[config.mk]
export PLATFORM = sky130hd
export DESIGN_NAME = serial_packet_deframer_top
export DESIGN_NICKNAME = d
export VERILOG_FILES = /design/src/spd_pkg.sv /design/src/spd_ram.sv /design/src/spd_cfg.sv /design/src/serial_packet_deframer_top.sv
export SDC_FILE = /design/constraint.sdc
export NUM_CORES = 1
export LEC_CHECK = 0
export BUFFER_PORTS_ARGS = -buffer_cell sky130_fd_sc_hd__buf_2
export CORE_MARGIN = 2
export CORE_UTILIZATION = 25
export CTS_BUF_LIST = sky130_fd_sc_hd__clkbuf_4 sky130_fd_sc_hd__clkbuf_8 sky130_fd_sc_hd__clkbuf_16
export DETAILED_ROUTE_END_ITERATION = 16
export HOLD_SLACK_MARGIN = 0.1
export PLACE_DENSITY_LB_ADDON = 0.15
export SYNTH_ARGS = -nofsm -noshare
export SYNTH_HDL_FRONTEND = slang
export SYNTH_SLANG_ARGS = --single-unit
[constraint.sdc]
create_clock -name clk_i -period 3.8 [get_ports clk_i]
set_input_delay 0.57 -clock clk_i [delete_from_list [all_inputs] [get_ports clk_i]]
set_output_delay 0.57 -clock clk_i [all_outputs]
set_load 0.01 [all_outputs]
[src/spd_pkg.sv]
`timescale 1ns / 1ps
// ----------------------------------------------------------------------------
// spd_pkg: shared types and codes of the serial packet deframer
// Register indexes, result status codes and the configuration bundle.
// ----------------------------------------------------------------------------
package spd_pkg;

  localparam int unsigned CfgIdxW   = 3;
  localparam int unsigned LimitW    = 6;
  localparam int unsigned ByteW     = 8;
  localparam int unsigned ApbDataW  = 32;
  localparam int unsigned ApbAddrW  = 5;

  localparam logic [CfgIdxW-1:0] REG_HEADER = 3'd0;
  localparam logic [CfgIdxW-1:0] REG_ACK    = 3'd1;
  localparam logic [CfgIdxW-1:0] REG_NAK    = 3'd2;
  localparam logic [CfgIdxW-1:0] REG_IAM    = 3'd3;
  localparam logic [CfgIdxW-1:0] REG_LIMIT  = 3'd4;

  localparam logic [ByteW-1:0]  RST_HEADER = 8'd170;
  localparam logic [ByteW-1:0]  RST_ACK    = 8'd6;
  localparam logic [ByteW-1:0]  RST_NAK    = 8'd21;
  localparam logic [ByteW-1:0]  RST_IAM    = 8'd5;
  localparam logic [LimitW-1:0] RST_LIMIT  = 6'd32;

  typedef enum logic [2:0] {
    STATUS_INPROC   = 3'd0,
    STATUS_PACKET   = 3'd1,
    STATUS_CSUM_ERR = 3'd2,
    STATUS_SIZE_ERR = 3'd3,
    STATUS_ACK      = 3'd4,
    STATUS_NAK      = 3'd5,
    STATUS_IAM      = 3'd6
  } spd_status_e;

  typedef struct packed {
    logic [ByteW-1:0]  header_byte;
    logic [ByteW-1:0]  ack_byte;
    logic [ByteW-1:0]  nak_byte;
    logic [ByteW-1:0]  iam_byte;
    logic [LimitW-1:0] payload_limit;
  } spd_cfg_t;

endpackage

[src/spd_ram.sv]
`timescale 1ns / 1ps
// ----------------------------------------------------------------------------
// spd_ram: generic simple dual-port RAM
// One write port and one read port; read data is registered and holds
// its value while no read is requested.
// ----------------------------------------------------------------------------
module spd_ram #(
  parameter int unsigned WIDTH = 8,
  parameter int unsigned DEPTH = 64,
  localparam int unsigned AW = (DEPTH > 1) ? $clog2(DEPTH) : 1
) (
  input  logic             clk_i,
  input  logic             we_i,
  input  logic [AW-1:0]    waddr_i,
  input  logic [WIDTH-1:0] wdata_i,
  input  logic             re_i,
  input  logic [AW-1:0]    raddr_i,
  output logic [WIDTH-1:0] rdata_o
);

  logic [WIDTH-1:0] mem_q [DEPTH];
  logic [WIDTH-1:0] rdata_q;

  always_ff @(posedge clk_i) begin
    if (we_i) begin
      mem_q[waddr_i] <= wdata_i;
    end
    if (re_i) begin
      rdata_q <= mem_q[raddr_i];
    end
  end

  assign rdata_o = rdata_q;

endmodule

[src/spd_cfg.sv]
`timescale 1ns / 1ps
// ----------------------------------------------------------------------------
// spd_cfg: configuration registers of the serial packet deframer
// APB-style slave, no wait states; writes keep the low bits of each register.
// ----------------------------------------------------------------------------
module spd_cfg (
  input  logic                           clk_i,
  input  logic                           rst_ni,
  input  logic                           psel,
  input  logic                           penable,
  input  logic                           pwrite,
  input  logic [spd_pkg::ApbAddrW-1:0]   paddr,
  input  logic [spd_pkg::ApbDataW-1:0]   pwdata,
  output logic [spd_pkg::ApbDataW-1:0]   prdata,
  output logic                           pready,
  output spd_pkg::spd_cfg_t              cfg_o
);
  import spd_pkg::*;

  spd_cfg_t          cfg_q, cfg_d;
  logic [CfgIdxW-1:0] idx;
  logic               wr_en;

  assign idx    = paddr[ApbAddrW-1:2];
  assign wr_en  = psel & penable & pwrite;
  assign pready = 1'b1;

  always_comb begin
    cfg_d = cfg_q;
    if (wr_en) begin
      case (idx)
        REG_HEADER: cfg_d.header_byte   = pwdata[ByteW-1:0];
        REG_ACK:    cfg_d.ack_byte      = pwdata[ByteW-1:0];
        REG_NAK:    cfg_d.nak_byte      = pwdata[ByteW-1:0];
        REG_IAM:    cfg_d.iam_byte      = pwdata[ByteW-1:0];
        REG_LIMIT:  cfg_d.payload_limit = pwdata[LimitW-1:0];
        default:    cfg_d = cfg_q;
      endcase
    end
  end

  always_comb begin
    case (idx)
      REG_HEADER: prdata = {{(ApbDataW-ByteW){1'b0}}, cfg_q.header_byte};
      REG_ACK:    prdata = {{(ApbDataW-ByteW){1'b0}}, cfg_q.ack_byte};
      REG_NAK:    prdata = {{(ApbDataW-ByteW){1'b0}}, cfg_q.nak_byte};
      REG_IAM:    prdata = {{(ApbDataW-ByteW){1'b0}}, cfg_q.iam_byte};
      REG_LIMIT:  prdata = {{(ApbDataW-LimitW){1'b0}}, cfg_q.payload_limit};
      default:    prdata = '0;
    endcase
  end

  always_ff @(posedge clk_i or negedge rst_ni) begin
    if (!rst_ni) begin
      cfg_q.header_byte   <= RST_HEADER;
      cfg_q.ack_byte      <= RST_ACK;
      cfg_q.nak_byte      <= RST_NAK;
      cfg_q.iam_byte      <= RST_IAM;
      cfg_q.payload_limit <= RST_LIMIT;
    end else begin
      cfg_q <= cfg_d;
    end
  end

  assign cfg_o = cfg_q;

endmodule

[src/serial_packet_deframer_top.sv]
`timescale 1ns / 1ps
// ----------------------------------------------------------------------------
// serial_packet_deframer_top: length-prefixed packet deframer
// Parses header, length, payload and XOR checksum from a byte stream and reports ACK, NAK and IAM bytes.
// ----------------------------------------------------------------------------
// Usage:
//   Input channel (in_valid_i/in_ready_o, rx_byte_i) takes one received
//   byte per beat. Output channel (out_valid_o/out_ready_i) delivers result
//   beats of status_o, out_byte_o and last_o; last_o marks the final beat
//   caused by one input byte.
//   Every input byte except a packet's correct checksum causes exactly one
//   result beat, registered in the cycle after the input beat. Such a byte
//   does not hold the input: the next byte is taken while that result still
//   waits, provided the output register is free or being emptied.
//   A correct checksum replays the whole stored packet (length + 3 beats,
//   header to checksum) from the packet RAM: the first read is started as the
//   checksum is taken, then one beat per cycle follows through the RAM's single
//   read port while the output register is free or being emptied. No input is
//   taken until the final beat has been loaded.
//   When the receiver stalls, the output register holds its beat and the
//   block waits; nothing is dropped.
//   Reset returns the parser to waiting for a header, empties the output
//   register and restores the register defaults. The packet RAM is not
//   cleared; only bytes of the current packet are ever read back.
// ----------------------------------------------------------------------------
module serial_packet_deframer_top #(
  parameter int unsigned MAX_PAYLOAD_LEN = 61
) (
  input  logic                          clk_i,
  input  logic                          rst_ni,
  input  logic                          in_valid_i,
  output logic                          in_ready_o,
  input  logic [7:0]                    rx_byte_i,
  output logic                          out_valid_o,
  input  logic                          out_ready_i,
  output logic [2:0]                    status_o,
  output logic [7:0]                    out_byte_o,
  output logic                          last_o,
  input  logic                          psel,
  input  logic                          penable,
  input  logic                          pwrite,
  input  logic [spd_pkg::ApbAddrW-1:0]  paddr,
  input  logic [spd_pkg::ApbDataW-1:0]  pwdata,
  output logic [spd_pkg::ApbDataW-1:0]  prdata,
  output logic                          pready
);
  import spd_pkg::*;

  localparam int unsigned Depth = MAX_PAYLOAD_LEN + 3;
  localparam int unsigned AW    = $clog2(Depth);
  localparam logic [LimitW-1:0] MaxLimit = LimitW'(MAX_PAYLOAD_LEN);

  localparam logic [2:0] S_HDR  = 3'd0;
  localparam logic [2:0] S_LEN  = 3'd1;
  localparam logic [2:0] S_PLD  = 3'd2;
  localparam logic [2:0] S_CSM  = 3'd3;
  localparam logic [2:0] S_DUMP = 3'd4;

  spd_cfg_t cfg;

  logic [2:0]       state_q, state_d;
  logic [AW-1:0]    wpos_q, wpos_d;
  logic [AW-1:0]    len_q, len_d;
  logic [AW-1:0]    rd_idx_q, rd_idx_d;
  logic [ByteW-1:0] xor_q, xor_d;

  logic             out_valid_q, out_valid_d;
  spd_status_e      status_q, status_d;
  logic [ByteW-1:0] out_byte_q, out_byte_d;
  logic             last_q, last_d;

  logic             out_free;
  logic             in_fire;
  logic [LimitW-1:0] limit_eff;

  logic             ram_we, ram_re;
  logic [AW-1:0]    ram_waddr, ram_raddr;
  logic [ByteW-1:0] ram_rdata;

  spd_cfg u_cfg (
    .clk_i   (clk_i),
    .rst_ni  (rst_ni),
    .psel    (psel),
    .penable (penable),
    .pwrite  (pwrite),
    .paddr   (paddr),
    .pwdata  (pwdata),
    .prdata  (prdata),
    .pready  (pready),
    .cfg_o   (cfg)
  );

  spd_ram #(
    .WIDTH (ByteW),
    .DEPTH (Depth)
  ) u_ram (
    .clk_i   (clk_i),
    .we_i    (ram_we),
    .waddr_i (ram_waddr),
    .wdata_i (rx_byte_i),
    .re_i    (ram_re),
    .raddr_i (ram_raddr),
    .rdata_o (ram_rdata)
  );

  assign out_free   = !out_valid_q || out_ready_i;
  assign in_ready_o = (state_q != S_DUMP) && out_free;
  assign in_fire    = in_valid_i && in_ready_o;
  assign limit_eff  = (cfg.payload_limit > MaxLimit) ? MaxLimit : cfg.payload_limit;

  always_comb begin
    state_d     = state_q;
    wpos_d      = wpos_q;
    len_d       = len_q;
    rd_idx_d    = rd_idx_q;
    xor_d       = xor_q;
    out_valid_d = out_valid_q && !out_ready_i;
    status_d    = status_q;
    out_byte_d  = out_byte_q;
    last_d      = last_q;
    ram_we      = 1'b0;
    ram_waddr   = wpos_q;
    ram_re      = 1'b0;
    ram_raddr   = rd_idx_q;

    if (in_fire) begin
      // Default single-beat result; the checksum case may override it.
      out_valid_d = 1'b1;
      status_d    = STATUS_INPROC;
      out_byte_d  = '0;
      last_d      = 1'b1;
      case (state_q)
        S_HDR: begin
          if (rx_byte_i == cfg.header_byte) begin
            ram_we    = 1'b1;
            ram_waddr = '0;
            state_d   = S_LEN;
          end else if (rx_byte_i == cfg.ack_byte) begin
            status_d = STATUS_ACK;
          end else if (rx_byte_i == cfg.nak_byte) begin
            status_d = STATUS_NAK;
          end else if (rx_byte_i == cfg.iam_byte) begin
            status_d = STATUS_IAM;
          end
        end
        S_LEN: begin
          ram_we    = 1'b1;
          ram_waddr = AW'(1);
          if (rx_byte_i > {{(ByteW-LimitW){1'b0}}, limit_eff}) begin
            status_d = STATUS_SIZE_ERR;
            state_d  = S_HDR;
          end else begin
            len_d   = rx_byte_i[AW-1:0];
            wpos_d  = AW'(2);
            xor_d   = '0;
            state_d = (rx_byte_i == '0) ? S_CSM : S_PLD;
          end
        end
        S_PLD: begin
          ram_we = 1'b1;
          wpos_d = wpos_q + AW'(1);
          xor_d  = xor_q ^ rx_byte_i;
          if (wpos_q + AW'(1) == len_q + AW'(2)) begin
            state_d = S_CSM;
          end
        end
        S_CSM: begin
          ram_we = 1'b1;
          if (rx_byte_i != xor_q) begin
            status_d = STATUS_CSUM_ERR;
            state_d  = S_HDR;
          end else begin
            // Start the replay: fetch the header while the checksum lands.
            out_valid_d = out_valid_q && !out_ready_i;
            ram_re      = 1'b1;
            ram_raddr   = '0;
            rd_idx_d    = '0;
            state_d     = S_DUMP;
          end
        end
        default: state_d = S_HDR;
      endcase
    end else if (state_q == S_DUMP && out_free) begin
      out_valid_d = 1'b1;
      status_d    = STATUS_PACKET;
      out_byte_d  = ram_rdata;
      // The checksum sits at the final write position, so it ends the replay.
      last_d      = (rd_idx_q == wpos_q);
      if (rd_idx_q == wpos_q) begin
        state_d = S_HDR;
      end else begin
        rd_idx_d  = rd_idx_q + AW'(1);
        ram_re    = 1'b1;
        ram_raddr = rd_idx_q + AW'(1);
      end
    end
  end

  always_ff @(posedge clk_i or negedge rst_ni) begin
    if (!rst_ni) begin
      state_q     <= S_HDR;
      wpos_q      <= '0;
      len_q       <= '0;
      rd_idx_q    <= '0;
      xor_q       <= '0;
      out_valid_q <= 1'b0;
    end else begin
      state_q     <= state_d;
      wpos_q      <= wpos_d;
      len_q       <= len_d;
      rd_idx_q    <= rd_idx_d;
      xor_q       <= xor_d;
      out_valid_q <= out_valid_d;
    end
  end

  always_ff @(posedge clk_i) begin
    status_q   <= status_d;
    out_byte_q <= out_byte_d;
    last_q     <= last_d;
  end

  assign out_valid_o = out_valid_q;
  assign status_o    = status_q;
  assign out_byte_o  = out_byte_q;
  assign last_o      = last_q;

  // Every accepted byte either leaves a pending result or starts a replay.
  a_in_has_result: assert property (@(posedge clk_i) disable iff (!rst_ni)
    in_fire |=> (out_valid_q || state_q == S_DUMP))
    else $error("accepted byte produced no result");

  // Results other than packet bytes are single beats with a zero byte.
  a_single_beat: assert property (@(posedge clk_i) disable iff (!rst_ni)
    (out_valid_o && status_o != STATUS_PACKET) |-> (last_o && out_byte_o == '0))
    else $error("non-packet result is not a single zero beat");

  // A replay ends with its last beat and then the parser is idle again.
  a_replay_end: assert property (@(posedge clk_i) disable iff (!rst_ni)
    (state_q == S_DUMP && out_free && rd_idx_q == wpos_q) |=>
      (state_q == S_HDR && last_o && status_o == STATUS_PACKET))
    else $error("replay did not end on the checksum beat");

  // The read index never passes the stored checksum during a replay.
  a_replay_bound: assert property (@(posedge clk_i) disable iff (!rst_ni)
    (state_q == S_DUMP) |-> (rd_idx_q <= wpos_q))
    else $error("replay read index past end of packet");

endmodule
Word level (Yosys, flattened, before mapping). Memory sizes are Yosys's and may differ from the RTL's. A register that Yosys moved wholly into a read port is not among the register bits. Index checks and enable logic that the tools add are counted.

Add/sub/neg operators: 3. Multiply operators: 0. Div/mod/pow operators: 0. $lt $le $gt $ge: 2. Equal/unequal tests: 19. Shift-type cells: 0. Multiplexer cells: 46. Bitwise logic cells: 4. Reduce and logical (&&, ||, !) cells: 22.

Operators by type and width (number): 6-bit 2-to-1 mux (9); 8-bit one-hot mux with 5 select lines (1); 3-bit 2-to-1 mux (12); 8-bit equality test (4); 6-bit one-hot mux with 2 select lines (2); 8-bit one-hot mux with 2 select lines (1); 1-bit 2-to-1 mux (14); 6-bit by 1-bit adder with 6-bit output, second input constant (2); 3-bit by 2-bit equality test with 1-bit output, second input constant (4); 6-bit equality test (2); 3-bit one-hot mux with 4 select lines (1); 2-bit AND reduction (5); 3-bit inequality test, second input constant (3); 3-bit one-hot mux with 3 select lines (1); 8-bit by 6-bit > comparator with 1-bit output (1); 8-bit zero test (1); 8-bit 2-to-1 mux (1); 8-bit inequality test (1); 8-bit bitwise XOR (1); 6-bit by 2-bit adder with 6-bit output, second input constant (1); 3-bit by 1-bit equality test with 1-bit output, second input constant (2); 3-bit equality test, second input constant (2); 6-bit > comparator, second input constant (1); 3-bit zero test (2); 12 further kinds (22).

Bits in registers: 80. Bits in latches: 0. Memory bits (writable): 512. Memory bits (read-only): 0. Input port bits: 52. Output and inout port bits: 47. Logic and storage cells: 111. Memories: 1.

Memories: u_ram.mem_q (words 64, bits a word 8, read ports 1, clocked after memory_dff 1, wr ports 1, line spd_ram.sv:21) `logic [WIDTH-1:0] mem_q [DEPTH];`.

Logic depth before layout (Yosys ltp).
Word-level depth: 7. Gate-level depth with buffers: 14. Mapped depth without buffers: 12.

By module. A second synthesis with hierarchy kept.

Cells, all modules: 1421. Area, all modules: 25255.5 um^2.

By module, submodules not included: spd_ram (times used 1, cells each 940, area an instance 20246.9 um^2, seq. area each 15615.0 um^2); serial_packet_deframer_top (times used 1, cells each 332, area an instance 2986.6 um^2, seq. area each 1021.0 um^2); spd_cfg (times used 1, cells each 149, area an instance 2021.9 um^2, seq. area each 965.9 um^2).

Worst setup path after synthesis. Ideal clock, no wire load.

Path kind: input port to flip-flop. Start point: in out_ready_i. End point: reg u_ram.rdata_q[1] (netlist: u_ram.rdata_o[1]) (read register of u_ram.mem_q), data pin. Library setup time: 0.255 ns. Data arrival time: 3.217 ns. Required time: 3.545 ns. Path slack: 0.328 ns. Stages on the path: 11. Path buffers: 2. Cells stage by stage: nor2b_1 > or4b_1 > or3_1 > buf_2 > and3_4 > nor2_8 > buf_12 > mux4_2 > a211oi_1 > a221oi_2 > a31o_1.

Longest elaborated chain between the ends: 4. Elaborated cells between the ends (all ways): 8. Classes of those cells: mux: 4; reduce/logical: 4.

Ends and longest elaborated chain: from (decl) (line serial_packet_deframer_top.sv:35) `input logic out_ready_i,`; 1-bit logical OR * (line serial_packet_deframer_top.sv:106) `assign out_free = !out_valid_q || out_ready_i;`; 1-bit logical AND (on tied branches) (line serial_packet_deframer_top.sv:183, serial_packet_deframer_top.sv:107); 6-bit 2-to-1 mux, or another cell as far along; 6-bit 2-to-1 mux / 1-bit 2-to-1 mux (equally long branches); to (decl) (line spd_ram.sv:22) `logic [WIDTH-1:0] rdata_q;`.

Every way passes the cells marked *; elsewhere a longest branch is shown, timed or not. A chain may end at the register's enable or synchronous reset.

Worst setup path after layout.
Start point: reg out_valid_q (netlist: out_valid_o). End point: reg u_ram.rdata_q[3] (netlist: u_ram.rdata_o[3]) (read register of u_ram.mem_q), data pin.

Longest elaborated chain between the ends: 5. Elaborated cells between the ends (all ways): 9. Classes of those cells: mux: 4; reduce/logical: 5.

Ends and longest elaborated chain: from (decl) (line serial_packet_deframer_top.sv:67) `logic out_valid_q, out_valid_d;`; from (signal assigned) (line serial_packet_deframer_top.sv:213) `out_valid_q <= out_valid_d;`; 1-bit zero test * (line serial_packet_deframer_top.sv:106); 1-bit logical OR * (line serial_packet_deframer_top.sv:106); 1-bit logical AND (on tied branches) (line serial_packet_deframer_top.sv:183, serial_packet_deframer_top.sv:107); 6-bit 2-to-1 mux, or another cell as far along; 6-bit 2-to-1 mux / 1-bit 2-to-1 mux (equally long branches).

Marked as above.

==> impl_metrics.json <==
{
  "die_h_um": 322,
  "slowest_stage": "or4b_1",
  "antenna_found_initial": 5,
  "period_needed_ns": 3.75,
  "grtUsageMet1_pct": 21.2,
  "fin_tns_setup_ns": 0,
  "met3_usage_pct": 2.16,
  "yosysSeqAreaShare_pct": 69.8,
  "grt_pass1_vias": 15563,
  "place.gp.congestion": 0.798,
  "fin_skew_ns": 0.0207,
  "cpMostUsedCell": "buf_12",
  "reg2reg_from": "out_valid_o$_DFF_PN0_",
  "switching_share_pct": 22.0,
  "power_uw": 14700,
  "synthCells": 1632,
  "grt-ovfl-total": 0,
  "path_clk_slew_ns": 0.06,
  "core_area_um2": 100000,
  "port-buffer-count": 47,
  "path_cells": "nor2b_1 > or4b_1 > or3_4 > and3_4 > nor2_8 > buf_12 > buf_12 > mux4_2 > a22oi_1 > nand3_1 > and4_1",
  "drv_cap": 0,
  "clock-root-buffer": "clkbuf_16",
  "finalNonFillerCells": 3209,
  "layout_commonest_cell": "edfxtp_1",
  "yosys_warnings": 0,
  "slew_viol_final": 0,
  "post_drt_wl_per_cell_um": 24.4,
  "most-common-layout-cells": "523 x edfxtp_1, 215 x nand2_1, 187 x buf_4, 99 x nor2_1, 79 x mux4_2",
  "vias_per_cell": 4.69,
  "comb_power_share_pct": 4.0,
  "first_pass_iters": 5,
  "cts.path.max_buffers": 3,
  "placementRows": 116,
  "dp_cells": 3081,
  "crit_type": "register to register",
  "pwr-share-clk_pct": 45.7,
  "grt_max_degree": 72,
  "drive_gt1_share_pct": 27.6,
  "start_util_pct": 25.2,
  "die_x_um": 322,
  "htreeDepth": 3,
  "clk_latency_ns": 0.62,
  "die_area_um2": 103000,
  "numCtsBuffers": 70,
  "grtUsageMet2_pct": 24.3,
  "startpoint_type": "register",
  "hold_viol_final": 0,
  "cp.arrival_ns": 4.12,
  "grt.total_usage_pct": 15.1,
  "yosys_register_bits": 600,
  "synth-main-ff-cell": "edfxtp_1",
  "min_path_type": "input port to async pin",
  "place_hpwl_um": 52900,
  "ir_drop_mv": 0.319,
  "rsz0062_at_grt": "false",
  "r2r.worst_path.cells": 11,
  "area_growth_pct": 21.4,
  "cp_max_fo": 13,
  "cts_hold_buf": 0,
  "total_leakage_power_uw": 0.0103,
  "wirelength_um": 78200,
  "first_iter_violations": 1232,
  "power-per-cell-area_nw_per_um2": 479,
  "ioPinCount": 99,
  "cts_tree": "yes",
  "power.net_switching_uw": 3230,
  "seqPwrFrac_pct": 50.3,
  "drc": 0,
  "worst_ep_required_time_ns": 4.17,
  "endpoint_kind": "register",
  "ant_nets": 0,
  "setup_viol": 0,
  "finalCritPeriodShare_pct": 98.7,
  "clock.fmax_mhz": 267,
  "crit_path_start": "out_valid_o$_DFF_PN0_",
  "critPathMaxStageDelay_ns": 0.56,
  "fin_nets": 1918,
  "grt_busiest_layer": "met2",
  "grt_first_pass_wirelength_um": 113000,
  "synth_edf_count": 523,
  "tightestPinTransition_ns": 1.02,
  "vias": 15038,
  "relSlewSlack_pct": 31.9,
  "ys_types": 74,
  "numClockSinks": 600,
  "synthArstFlopShare_pct": 11.3,
  "avgSynthCellArea_um2": 15.5,
  "syn_area_um2": 25200,
  "status": "complete, no violations",
  "p_int_uw": 11400
}
sequential cells by signal (all words and copies together), names as in the netlist, 3 cells and up:
register,count
len_q,6
out_byte_o,8
rd_idx_q,6
u_ram.mem_q,512
u_ram.rdata_o,8
u_cfg.cfg_o,38
state_q,3
status_o,3
wpos_q,6
xor_q,8
worst paths after layout:
kind                                               endpoint  slack [ns]
max in group asynchronous       u_cfg.cfg_o[35]$_DFFE_PN1P_        2.87
worst max-delay path             u_ram.rdata_o[3]$_DFFE_PP_        0.05
worst min register to register   out_byte_o[0]$_SDFFE_PP0P_        0.47
min in group clk_i              u_cfg.cfg_o[29]$_DFFE_PN0P_        0.23
worst min-delay path            u_cfg.cfg_o[25]$_DFFE_PN0P_        0.12
worst max register to register   u_ram.rdata_o[3]$_DFFE_PP_        0.05
area by class of cell:
| type | count | area (um^2) |
|---|---|---|
| fillers | 9860 | 69400 |
| flip-flops and latches | 600 | 17600 |
| multi-input cells | 927 | 7110 |
| repair buffers | 245 | 1950 |
| clock buffers | 85 | 1910 |
| well taps | 1298 | 1620 |
| clock inverters | 40 | 383 |
| inverters | 13 | 53.8 |
| diodes | 1 | 2.50 |
synthesized netlist by cell type, types with 5 or more instances:
library cell  number  share of area [%]
o21a_1             6               0.18
nor2b_1            7               0.17
or3_1              9               0.22
mux2_2            41                1.8
a31oi_1            7               0.17
dfstp_2           12                1.2
o31ai_1           17               0.51
buf_2             27               0.54
dfxtp_1            9               0.71
o22ai_1           11               0.27
xnor2_1           40                1.4
and4_1             6               0.21
clkbuf_1          43               0.64
buf_6              5               0.22
nand2_1          215                3.2
mux2i_1           50                2.0
nor2_1           102                1.5
buf_1              7               0.10
nor3b_1            6               0.18
nor4_1             6               0.15
a41o_1             6               0.24
nand3_1           64                1.3
o21ai_0           25               0.50
buf_4             31               0.92
a32oi_1           37                1.3
dfrtp_1           56                5.6
inv_1             10               0.15
xor2_1            19               0.66
ha_1               9               0.45
edfxtp_1         523                 62
mux4_2            79                7.1
nand4_1           13               0.32
a22oi_1           18               0.54
a21oi_1           37               0.73
critical path, delay by kind of cell, from the launching register on:
kind	cells	cell delay (ns)
buf+inv	2	0.38
mux	1	0.50
compound gates	1	0.29
flops	1	0.37
simple gates	7	1.95
stage by stage:
step	worst slack (ns)	hold slack, ns	instance area, um^2	utilization (%)
final	0.0509	0.121	30600	30.6
after global routing	0.00158	0.167	30600	30.6
after CTS	0.00103	0.118	30500	30.5
after detailed placement	-0.278	0.458	28200	28.2
after global placement	-0.333	0.453	28200	28.2
after floorplan	0.328	0.274	25300	-
power by group through the flow:
stage / sequential, uW / clock (uW) / combinational [uW]
CTS: 7370 / 6880 / 607
detailed placement: 7510 / 0 / 604
global placement: 7500 / 0 / 592
global route: 7380 / 7130 / 656
floorplan: 7470 / 0 / 335
finish: 7370 / 6710 / 594
logic make-up (layout without fill, tap and decap cells):
kind of cell | Yosys count | count (layout) | synth area share [%]
compound gates | 195 | 195 | 5.53
mux | 170 | 170 | 10.9
simple gates | 469 | 469 | 8.56
buf+inv | 128 | 383 | 2.76
fa+ha+maj | 9 | 9 | 0.446
other cells | 2 | 26 | 0.0298
xor+xnor | 59 | 59 | 2.05
flops | 600 | 600 | 69.8
what timing repair did:
| action | CTS | global route |
|---|---|---|
| gates resized for setup | 6 | 12 |
| endpoints found under the setup margin | 5 | 8 |
| setup buffers | 0 | 1 |
| gates cloned | 0 | 1 |
| pin swaps | 0 | 1 |
metal layers:
layer / wire length [um] / vias up
li1: - / 6706
met1: 36900 / 7913
met2: 36700 / 321
met3: 2880 / 96
met4: 1750 / 2
met5: 10 / -
(Power assumes the default switching activity.)
